[src/design/pat_pkg.sv]
package pat_pkg;

   typedef enum logic [1:0] {
      KIND_INSERT = 2'd0,
      KIND_DELETE = 2'd1,
      KIND_SEARCH = 2'd2,
      KIND_UPDATE = 2'd3
   } kind_type;

   typedef enum logic [1:0] {
      ST_OK       = 2'd0,
      ST_FULL     = 2'd1,
      ST_BADPOS   = 2'd2,
      ST_NOTFOUND = 2'd3
   } status_type;

   localparam int unsigned POS_W   = 7;
   localparam int unsigned INDEX_W = 6;
   localparam int unsigned COUNT_W = 7;
   localparam int unsigned DATA_W  = 32;

   typedef struct packed {
      kind_type                   kind;
      logic [POS_W-1:0]           position;
      logic signed [DATA_W-1:0]   value;
   } req_word_type;

   typedef struct packed {
      status_type                 status;
      logic [INDEX_W-1:0]         found_index;
      logic [COUNT_W-1:0]         count;
   } rsp_word_type;

endpackage

[src/design/pat_ram.sv]
module pat_ram
   import pat_pkg::*;
#(
   parameter int unsigned DEPTH = 64,
   parameter int unsigned AW    = 6
) (
   input  logic              clock,
   input  logic              wr_en,
   input  logic [AW-1:0]     wr_addr,
   input  logic [DATA_W-1:0] wr_data,
   input  logic              rd_en,
   input  logic [AW-1:0]     rd_addr,
   output logic [DATA_W-1:0] rd_data
);

   logic [DATA_W-1:0] mem_ff [DEPTH];
   logic [DATA_W-1:0] rd_data_ff;

   always_ff @(posedge clock) begin
      if (wr_en) begin
         mem_ff[wr_addr] <= wr_data;
      end
   end

   always_ff @(posedge clock) begin
      if (rd_en) begin
         rd_data_ff <= mem_ff[rd_addr];
      end
   end

   assign rd_data = rd_data_ff;

endmodule

[src/design/pat_seq.sv]
module pat_seq
   import pat_pkg::*;
#(
   parameter int unsigned DEPTH = 64,
   parameter int unsigned AW    = 6,
   parameter int unsigned CW    = 7
) (
   input  logic              clock,
   input  logic              reset,
   input  logic              req_valid,
   input  req_word_type      req_word,
   output logic              busy,
   output logic              res_valid,
   output rsp_word_type      res_word,
   input  logic              res_take,
   output logic              rd_en,
   output logic [AW-1:0]     rd_addr,
   input  logic [DATA_W-1:0] rd_data,
   output logic              wr_en,
   output logic [AW-1:0]     wr_addr,
   output logic [DATA_W-1:0] wr_data
);

   localparam int unsigned PW = (CW > POS_W) ? CW : POS_W;
   localparam int unsigned IW = (AW > INDEX_W) ? AW : INDEX_W;

   typedef enum logic [4:0] {
      S_IDLE = 5'b00001,
      S_INS  = 5'b00010,
      S_DEL  = 5'b00100,
      S_SRCH = 5'b01000,
      S_DONE = 5'b10000
   } state_type;

   state_type         state_ff, state_in;
   logic [CW-1:0]     cnt_ff, cnt_in;
   logic [CW-1:0]     ptr_ff, ptr_in;
   logic [CW-1:0]     pos_ff, pos_in;
   logic [DATA_W-1:0] key_ff, key_in;
   logic              pend_ff, pend_in;
   logic [AW-1:0]     tag_ff, tag_in;
   rsp_word_type      res_ff, res_in;

   logic [PW-1:0]     pos_ext;
   logic [PW-1:0]     cnt_ext;
   logic [CW-1:0]     ptr_inc;
   logic [CW-1:0]     ptr_dec;
   logic [CW-1:0]     cnt_inc;
   logic [CW-1:0]     cnt_dec;
   logic              full;

   function automatic logic [COUNT_W-1:0] to_count(input logic [CW-1:0] c);
      logic [PW-1:0] e;
      e = PW'(c);
      return e[COUNT_W-1:0];
   endfunction

   function automatic logic [INDEX_W-1:0] to_index(input logic [AW-1:0] a);
      logic [IW-1:0] e;
      e = IW'(a);
      return e[INDEX_W-1:0];
   endfunction

   assign pos_ext = PW'(req_word.position);
   assign cnt_ext = PW'(cnt_ff);
   assign ptr_inc = ptr_ff + 1'b1;
   assign ptr_dec = ptr_ff - 1'b1;
   assign cnt_inc = cnt_ff + 1'b1;
   assign cnt_dec = cnt_ff - 1'b1;
   assign full    = (cnt_ff == CW'(DEPTH));

   always_comb begin
      state_in = state_ff;
      cnt_in   = cnt_ff;
      ptr_in   = ptr_ff;
      pos_in   = pos_ff;
      key_in   = key_ff;
      pend_in  = 1'b0;
      tag_in   = tag_ff;
      res_in   = res_ff;
      rd_en    = 1'b0;
      rd_addr  = ptr_ff[AW-1:0];
      wr_en    = 1'b0;
      wr_addr  = tag_ff;
      wr_data  = rd_data;

      case (state_ff)
         S_IDLE: begin
            if (req_valid) begin
               key_in             = req_word.value;
               pos_in             = pos_ext[CW-1:0];
               res_in.status      = ST_OK;
               res_in.found_index = '0;
               res_in.count       = to_count(cnt_ff);
               case (req_word.kind)
                  KIND_INSERT: begin
                     if (full) begin
                        res_in.status = ST_FULL;
                        state_in      = S_DONE;
                     end else if (pos_ext > cnt_ext) begin
                        res_in.status = ST_BADPOS;
                        state_in      = S_DONE;
                     end else begin
                        ptr_in   = cnt_ff;
                        state_in = S_INS;
                     end
                  end
                  KIND_DELETE: begin
                     if (pos_ext >= cnt_ext) begin
                        res_in.status = ST_BADPOS;
                        state_in      = S_DONE;
                     end else begin
                        ptr_in   = pos_ext[CW-1:0] + 1'b1;
                        state_in = S_DEL;
                     end
                  end
                  KIND_SEARCH: begin
                     ptr_in   = '0;
                     state_in = S_SRCH;
                  end
                  default: begin
                     if (pos_ext >= cnt_ext) begin
                        res_in.status = ST_BADPOS;
                     end else begin
                        wr_en   = 1'b1;
                        wr_addr = pos_ext[AW-1:0];
                        wr_data = req_word.value;
                     end
                     state_in = S_DONE;
                  end
               endcase
            end
         end
         S_INS: begin
            if (pend_ff) begin
               wr_en = 1'b1;
            end
            if (ptr_ff > pos_ff) begin
               rd_en   = 1'b1;
               rd_addr = ptr_dec[AW-1:0];
               pend_in = 1'b1;
               tag_in  = ptr_ff[AW-1:0];
               ptr_in  = ptr_dec;
            end else if (!pend_ff) begin
               wr_en        = 1'b1;
               wr_addr      = pos_ff[AW-1:0];
               wr_data      = key_ff;
               cnt_in       = cnt_inc;
               res_in.count = to_count(cnt_inc);
               state_in     = S_DONE;
            end
         end
         S_DEL: begin
            if (pend_ff) begin
               wr_en = 1'b1;
            end
            if (ptr_ff < cnt_ff) begin
               rd_en   = 1'b1;
               rd_addr = ptr_ff[AW-1:0];
               pend_in = 1'b1;
               tag_in  = ptr_dec[AW-1:0];
               ptr_in  = ptr_inc;
            end else if (!pend_ff) begin
               cnt_in       = cnt_dec;
               res_in.count = to_count(cnt_dec);
               state_in     = S_DONE;
            end
         end
         S_SRCH: begin
            if (pend_ff && (rd_data == key_ff)) begin
               res_in.status      = ST_OK;
               res_in.found_index = to_index(tag_ff);
               state_in           = S_DONE;
            end else if (ptr_ff < cnt_ff) begin
               rd_en   = 1'b1;
               rd_addr = ptr_ff[AW-1:0];
               pend_in = 1'b1;
               tag_in  = ptr_ff[AW-1:0];
               ptr_in  = ptr_inc;
            end else if (!pend_ff) begin
               res_in.status = ST_NOTFOUND;
               state_in      = S_DONE;
            end
         end
         S_DONE: begin
            if (res_take) begin
               state_in = S_IDLE;
            end
         end
         default: begin
            state_in = S_IDLE;
         end
      endcase
   end

   always_ff @(posedge clock) begin
      if (reset) begin
         state_ff <= S_IDLE;
         cnt_ff   <= '0;
         pend_ff  <= 1'b0;
      end else begin
         state_ff <= state_in;
         cnt_ff   <= cnt_in;
         pend_ff  <= pend_in;
      end
   end

   always_ff @(posedge clock) begin
      ptr_ff <= ptr_in;
      pos_ff <= pos_in;
      key_ff <= key_in;
      tag_ff <= tag_in;
      res_ff <= res_in;
   end

   assign busy      = (state_ff != S_IDLE);
   assign res_valid = (state_ff == S_DONE);
   assign res_word  = res_ff;

endmodule

[src/design/positional_array_table_core.sv]
// channel | direction | handshake            | word
// req     | in        | req_valid, req_stall | req_word (kind, position, value)
// rsp     | out       | rsp_valid, rsp_stall | rsp_word (status, found_index, count)
//
// One command at a time; every table read goes through the single RAM read port.
// Insert and delete shift the entries between position and the fill count one at a time;
// search scans from index 0 to a match or the fill count; update and refused commands move nothing.
// Reset is synchronous and clears the fill count; the table contents are not cleared.
// A stalled rsp word holds in the output register while the next command runs.
module positional_array_table_core
   import pat_pkg::*;
#(
   parameter int unsigned DEPTH = 64
) (
   input  logic         clock,
   input  logic         reset,
   input  logic         req_valid,
   output logic         req_stall,
   input  req_word_type req_word,
   output logic         rsp_valid,
   input  logic         rsp_stall,
   output rsp_word_type rsp_word
);

   localparam int unsigned AW = (DEPTH > 1) ? $clog2(DEPTH) : 1;
   localparam int unsigned CW = $clog2(DEPTH + 1);

   logic              busy;
   logic              res_valid;
   rsp_word_type      res_word;
   logic              res_take;
   logic              rd_en;
   logic [AW-1:0]     rd_addr;
   logic [DATA_W-1:0] rd_data;
   logic              wr_en;
   logic [AW-1:0]     wr_addr;
   logic [DATA_W-1:0] wr_data;

   logic              rsp_valid_ff, rsp_valid_in;
   rsp_word_type      rsp_word_ff, rsp_word_in;

   pat_ram #(
      .DEPTH (DEPTH),
      .AW    (AW)
   ) u_ram (
      .clock   (clock),
      .wr_en   (wr_en),
      .wr_addr (wr_addr),
      .wr_data (wr_data),
      .rd_en   (rd_en),
      .rd_addr (rd_addr),
      .rd_data (rd_data)
   );

   pat_seq #(
      .DEPTH (DEPTH),
      .AW    (AW),
      .CW    (CW)
   ) u_seq (
      .clock     (clock),
      .reset     (reset),
      .req_valid (req_valid),
      .req_word  (req_word),
      .busy      (busy),
      .res_valid (res_valid),
      .res_word  (res_word),
      .res_take  (res_take),
      .rd_en     (rd_en),
      .rd_addr   (rd_addr),
      .rd_data   (rd_data),
      .wr_en     (wr_en),
      .wr_addr   (wr_addr),
      .wr_data   (wr_data)
   );

   assign res_take = res_valid && (!rsp_valid_ff || !rsp_stall);

   always_comb begin
      rsp_valid_in = rsp_valid_ff;
      rsp_word_in  = rsp_word_ff;
      if (res_take) begin
         rsp_valid_in = 1'b1;
         rsp_word_in  = res_word;
      end else if (rsp_valid_ff && !rsp_stall) begin
         rsp_valid_in = 1'b0;
      end
   end

   always_ff @(posedge clock) begin
      if (reset) begin
         rsp_valid_ff <= 1'b0;
      end else begin
         rsp_valid_ff <= rsp_valid_in;
      end
   end

   always_ff @(posedge clock) begin
      rsp_word_ff <= rsp_word_in;
   end

   assign req_stall = busy;
   assign rsp_valid = rsp_valid_ff;
   assign rsp_word  = rsp_word_ff;

endmodule

[config.mk]
export PLATFORM = sky130hd
export DESIGN_NAME = positional_array_table_core
export DESIGN_NICKNAME = d
export VERILOG_FILES = /design/src/design/pat_pkg.sv /design/src/design/pat_ram.sv /design/src/design/pat_seq.sv /design/src/design/positional_array_table_core.sv
export SDC_FILE = /design/constraint.sdc
export NUM_CORES = 2
export LEC_CHECK = 0
export BUFFER_PORTS_ARGS = -buffer_cell sky130_fd_sc_hd__buf_4
export CAP_MARGIN = 20
export CORE_MARGIN = 8
export CORE_UTILIZATION = 50
export DETAILED_ROUTE_END_ITERATION = 8
export PLACE_DENSITY = 0.66
export SLEW_MARGIN = 15
export SYNTH_ARGS = -nofsm -noshare
export SYNTH_HDL_FRONTEND = slang
export SYNTH_HIERARCHICAL = 1
export SYNTH_SLANG_ARGS = --single-unit
[constraint.sdc]
create_clock -name clock -period 5 [get_ports clock]
set_input_delay 0.25 -clock clock [delete_from_list [all_inputs] [get_ports clock]]
set_output_delay 0.25 -clock clock [all_outputs]
set_load 0.02 [all_outputs]
==> impl_metrics.yaml <==
yosys:
  syn-instance-count: 4078
  async_reset_ff_frac: 0
  synthFlopType: "edfxtp_1"
  synth_nets: 4153
  ys_warn_count: 6
  synthDistinctLibCells: 79
  syn_area_mm2: 0.0854
  seq_area_frac_synth: 0.764
  synth_edf_count: 2162
  synth-seq-cells: 2176
  avgSynthCellArea_um2: 20.9
critical_path:
  crit_slowest_cell: "a21oi_1"
  crit_path_cell_trace: "ha_1, a41o_1, a21oi_1, a21boi_1, buf_4, xnor2_2, buf_12, buf_12, buf_12, mux4_2, mux2i_1, mux2i_1, a21oi_1, buf_4, a221oi_1"
  cp-end-kind: "register"
  cp.required_ns: 5.56
  crit_path_start_kind: "register"
  arrival_ns: 5.32
  critPathMaxFanout: 29
  critPathKind: "reg2reg"
  path_delay_family: "compound AO/OA/AOI/OAI gates"
  cp_slowest_stage_delay_ns: 0.70
  cp_num_buf_inv: 5
  crit_top_cell: "buf_12"
floorplanning:
  core_mm2: 0.169
  io_pins: 62
  dieArea_mm2: 0.184
  die_h_um: 429
  start_util: 0.504
  rows: 151
  die_w_um: 429
detailed_routing:
  drt-initial-drc-count: 6040
  vias: 44400
  via_per_inst: 6.48
  dr.pass1.iters: 5
  wl_mm: 231
  drc: 0
  wl_per_cell_um: 33.8
  antenna_left: 0
timing:
  grt_setup_unrepaired: "false"
  worst_slack_ns: 0.239
  setup-violations-final: 0
  min_period_ns: 4.76
  whs_ns: 0.171
  finalMaxSlewViolations: 0
  max-slew-margin-rel: 0.217
  max_clock_freq_mhz: 210
  worstMarginPinSlew_ns: 1.16
  hold_viol_final: 0
  skew_ns: 0.0481
  fin_crit_sh: 0.952
final_layout:
  utilization: 0.581
  finalNetCount: 4536
  final_cell_count_no_fill: 6855
  stdcell_area_mm2: 0.0984
  syn2layout_area_growth_pct: 15.3
  drive_above_1_share: 0.265
place:
  routabilityCongestion: 0.927
  placed_cell_area_mm2: 0.0913
  portBuffers: 61
  dpl_worst_slack_ns: 0.192
  dpl.hpwl_mm: 140
  dp_cells: 6421
grt:
  first_global_vias: 43600
  grt_max_degree: 65
  globalRouteTotalUtil: 0.247
  grt_pass1_wl_mm: 326
  grt_antenna_before_repair: 14
  grt-ovfl-total: 0
run:
  cap_violations: 0
cts:
  cts_inserted_buffers: 210
  clockRootBuffer: "clkbuf_16"
  cts_tree: "built"
  clock_latency_ns: 0.86
  clkTransAtPathRegs_ns: 0.06
  post-cts-setup-buffers: 0
  ctsHtreeMaxLevel: 4
  cts_max_path_buffers: 3
  clock_sinks: 2176
pwr:
  power_per_cell_area_mw_per_mm2: 396
  ir_drop_mv: 0.337
  power.static_leakage_nw: 31.3
min_path:
  min_path_type: "in2reg"
outcome:
  outcome: "completed"
==> metal layers <==
metal | vias up | GRT usage | part of all wire
li1 | 18000 | - | -
met1 | 23500 | 0.348 | 0.39
met2 | 2519 | 0.381 | 0.46
met3 | 364 | 0.0553 | 0.10
met4 | 0 | 0.0937 | 0.041
met5 | - | 0 | 0
==> state kept, by name, summed over array words and instances, names as in the netlist <==
| register | count |
|---|---|
| rsp_valid | 1 |
| rsp_word | 15 |
| u_ram/mem_ff | 2048 |
| u_ram/rd_data | 32 |
| u_seq/cnt_ext | 7 |
| u_seq/key_ff | 32 |
| u_seq/pend_ff | 1 |
| u_seq/pos_ff | 7 |
| u_seq/ptr_ff | 7 |
| u_seq/res_word | 15 |
| u_seq/state_ff | 5 |
| u_seq/tag_ff | 6 |
==> cells in the mapped netlist (8+ instances only) <==
| library cell | number | area [um2] |
|---|---|---|
| buf_2 | 60 | 300 |
| o211ai_1 | 16 | 120 |
| a31oi_1 | 25 | 156 |
| o221ai_1 | 21 | 184 |
| a311o_1 | 13 | 130 |
| o22a_1 | 12 | 105 |
| edfxtp_1 | 2162 | 64900 |
| o22ai_1 | 50 | 313 |
| and2_1 | 47 | 294 |
| mux4_2 | 446 | 10000 |
| xnor2_1 | 47 | 412 |
| nor2_1 | 124 | 465 |
| a22o_1 | 15 | 131 |
| ha_1 | 30 | 375 |
| a21oi_1 | 53 | 265 |
| nand4_1 | 16 | 100 |
| and3_1 | 15 | 93.8 |
| a211o_1 | 10 | 87.6 |
| dfxtp_1 | 14 | 280 |
| mux2i_1 | 190 | 1900 |
| nand3_1 | 60 | 300 |
| nand2b_1 | 13 | 81.3 |
| o21ai_0 | 48 | 240 |
| nor3_1 | 12 | 60.1 |
| inv_1 | 27 | 101 |
| clkbuf_1 | 90 | 338 |
| a22oi_1 | 131 | 983 |
| nor4_1 | 8 | 50.1 |
| buf_6 | 35 | 394 |
| nand2_1 | 61 | 229 |
| a221o_1 | 42 | 420 |
| nor2b_1 | 17 | 106 |
| buf_4 | 28 | 210 |
| a211oi_1 | 24 | 180 |
| buf_1 | 12 | 45.0 |
==> final timing paths <==
| kind | depth (start not counted) | slack, ns | end | start |
|---|---|---|---|---|
| max | 15 | 0.24 | u_ram/rd_data[22]$_DFFE_PP_ | u_seq/ptr_ff[6]$_DFFE_PP_ |
| min | 2 | 0.17 | u_seq/key_ff[13]$_DFFE_PP_ | req_word[13] |
| max reg2reg | 15 | 0.24 | u_ram/rd_data[22]$_DFFE_PP_ | u_seq/ptr_ff[6]$_DFFE_PP_ |
| min reg2reg | 0 | 0.42 | rsp_word[6]$_DFFE_PP_ | u_seq/res_word[6]$_DFFE_PP_ |
==> final cells by class <==
class / instances / area [um2]
Multi-Input combinational cell: 1640 / 19300
Tap cell: 2218 / 2780
Clock buffer: 252 / 5480
Fill cell: 12100 / 71100
Sequential cell: 2176 / 65200
Inverter: 28 / 105
Clock inverter: 128 / 1120
Timing Repair Buffer: 405 / 4430
Antenna cell: 8 / 20.0
==> cells by family after synthesis <==
kind of cell,after synthesis,synth area share
mux,640,0.140
xor+xnor,54,0.00554
simple gates,415,0.0248
fa+ha+maj,30,0.00440
flops,2176,0.764
buf+inv,262,0.0180
compound gates,501,0.0429
==> per-stage QoR <==
stage | power [mW] | TNS (ns)
2_1_floorplan | 22.6 | -239.92
3_3_place_gp | 24.0 | -0.193
3_5_place_dp | 24.0 | 0
4_1_cts | 39.2 | 0
5_1_grt | 40.0 | 0
6_report | 39.0 | 0
==> repair_timing <==
action / in CTS / in global routing
hold buffers: 46 / 0
gates resized for setup: 0 / 1
endpoints found under the hold margin: 78 / 0
setup endpoints to repair: 0 / 1
==> power by group <==
group          total, mW  leakage [nW]  switching [mW]  internal, mW
clock network       15.3          3.22            6.72          8.56
logic               3.65          8.49            2.18          1.47
registers           20.1          19.6          0.0436          20.0
total               39.0          31.3            8.94          30.1
==> worst register-to-register path, delay by kind of cell, from the launching register on <==
family,cells,cell delay [ns]
buffers and inverters,5,1.12
XOR/XNOR,1,0.20
adder cells (fa/ha/maj),1,0.37
multiplexers,3,0.96
flip-flops,1,0.46
AO/OA/AOI/OAI,5,1.36
==> cell usage in the layout, fill, tap and decap left out, types with 15 or more instances in the layout <==
| cell | synthesis | final |
|---|---|---|
| buf_4 | 28 | 257 |
| and3_1 | 15 | 15 |
| a21oi_1 | 53 | 53 |
| a22oi_1 | 131 | 131 |
| dlygate4sd3_1 | 0 | 46 |
| a211oi_1 | 24 | 24 |
| o22ai_1 | 50 | 50 |
| nand2_1 | 61 | 60 |
| ha_1 | 30 | 30 |
| buf_12 | 3 | 102 |
| mux2i_1 | 190 | 190 |
| xnor2_1 | 47 | 42 |
| mux4_2 | 446 | 446 |
| nor2_4 | 0 | 65 |
| bufinv_16 | 0 | 15 |
| o21ai_0 | 48 | 45 |
| nor2_1 | 124 | 57 |
| o221ai_1 | 21 | 21 |
| o211ai_1 | 16 | 16 |
| clkinv_1 | 1 | 59 |
| and2_1 | 47 | 46 |
| clkbuf_1 | 90 | 39 |
| a221o_2 | 0 | 31 |
| a22o_1 | 15 | 15 |
| a31oi_1 | 25 | 25 |
| edfxtp_1 | 2162 | 2162 |
| nand4_1 | 16 | 16 |
| clkbuf_16 | 0 | 213 |
| clkinv_2 | 0 | 36 |
| nand3_1 | 60 | 60 |
| inv_1 | 27 | 27 |
(Power assumes the default switching activity.)
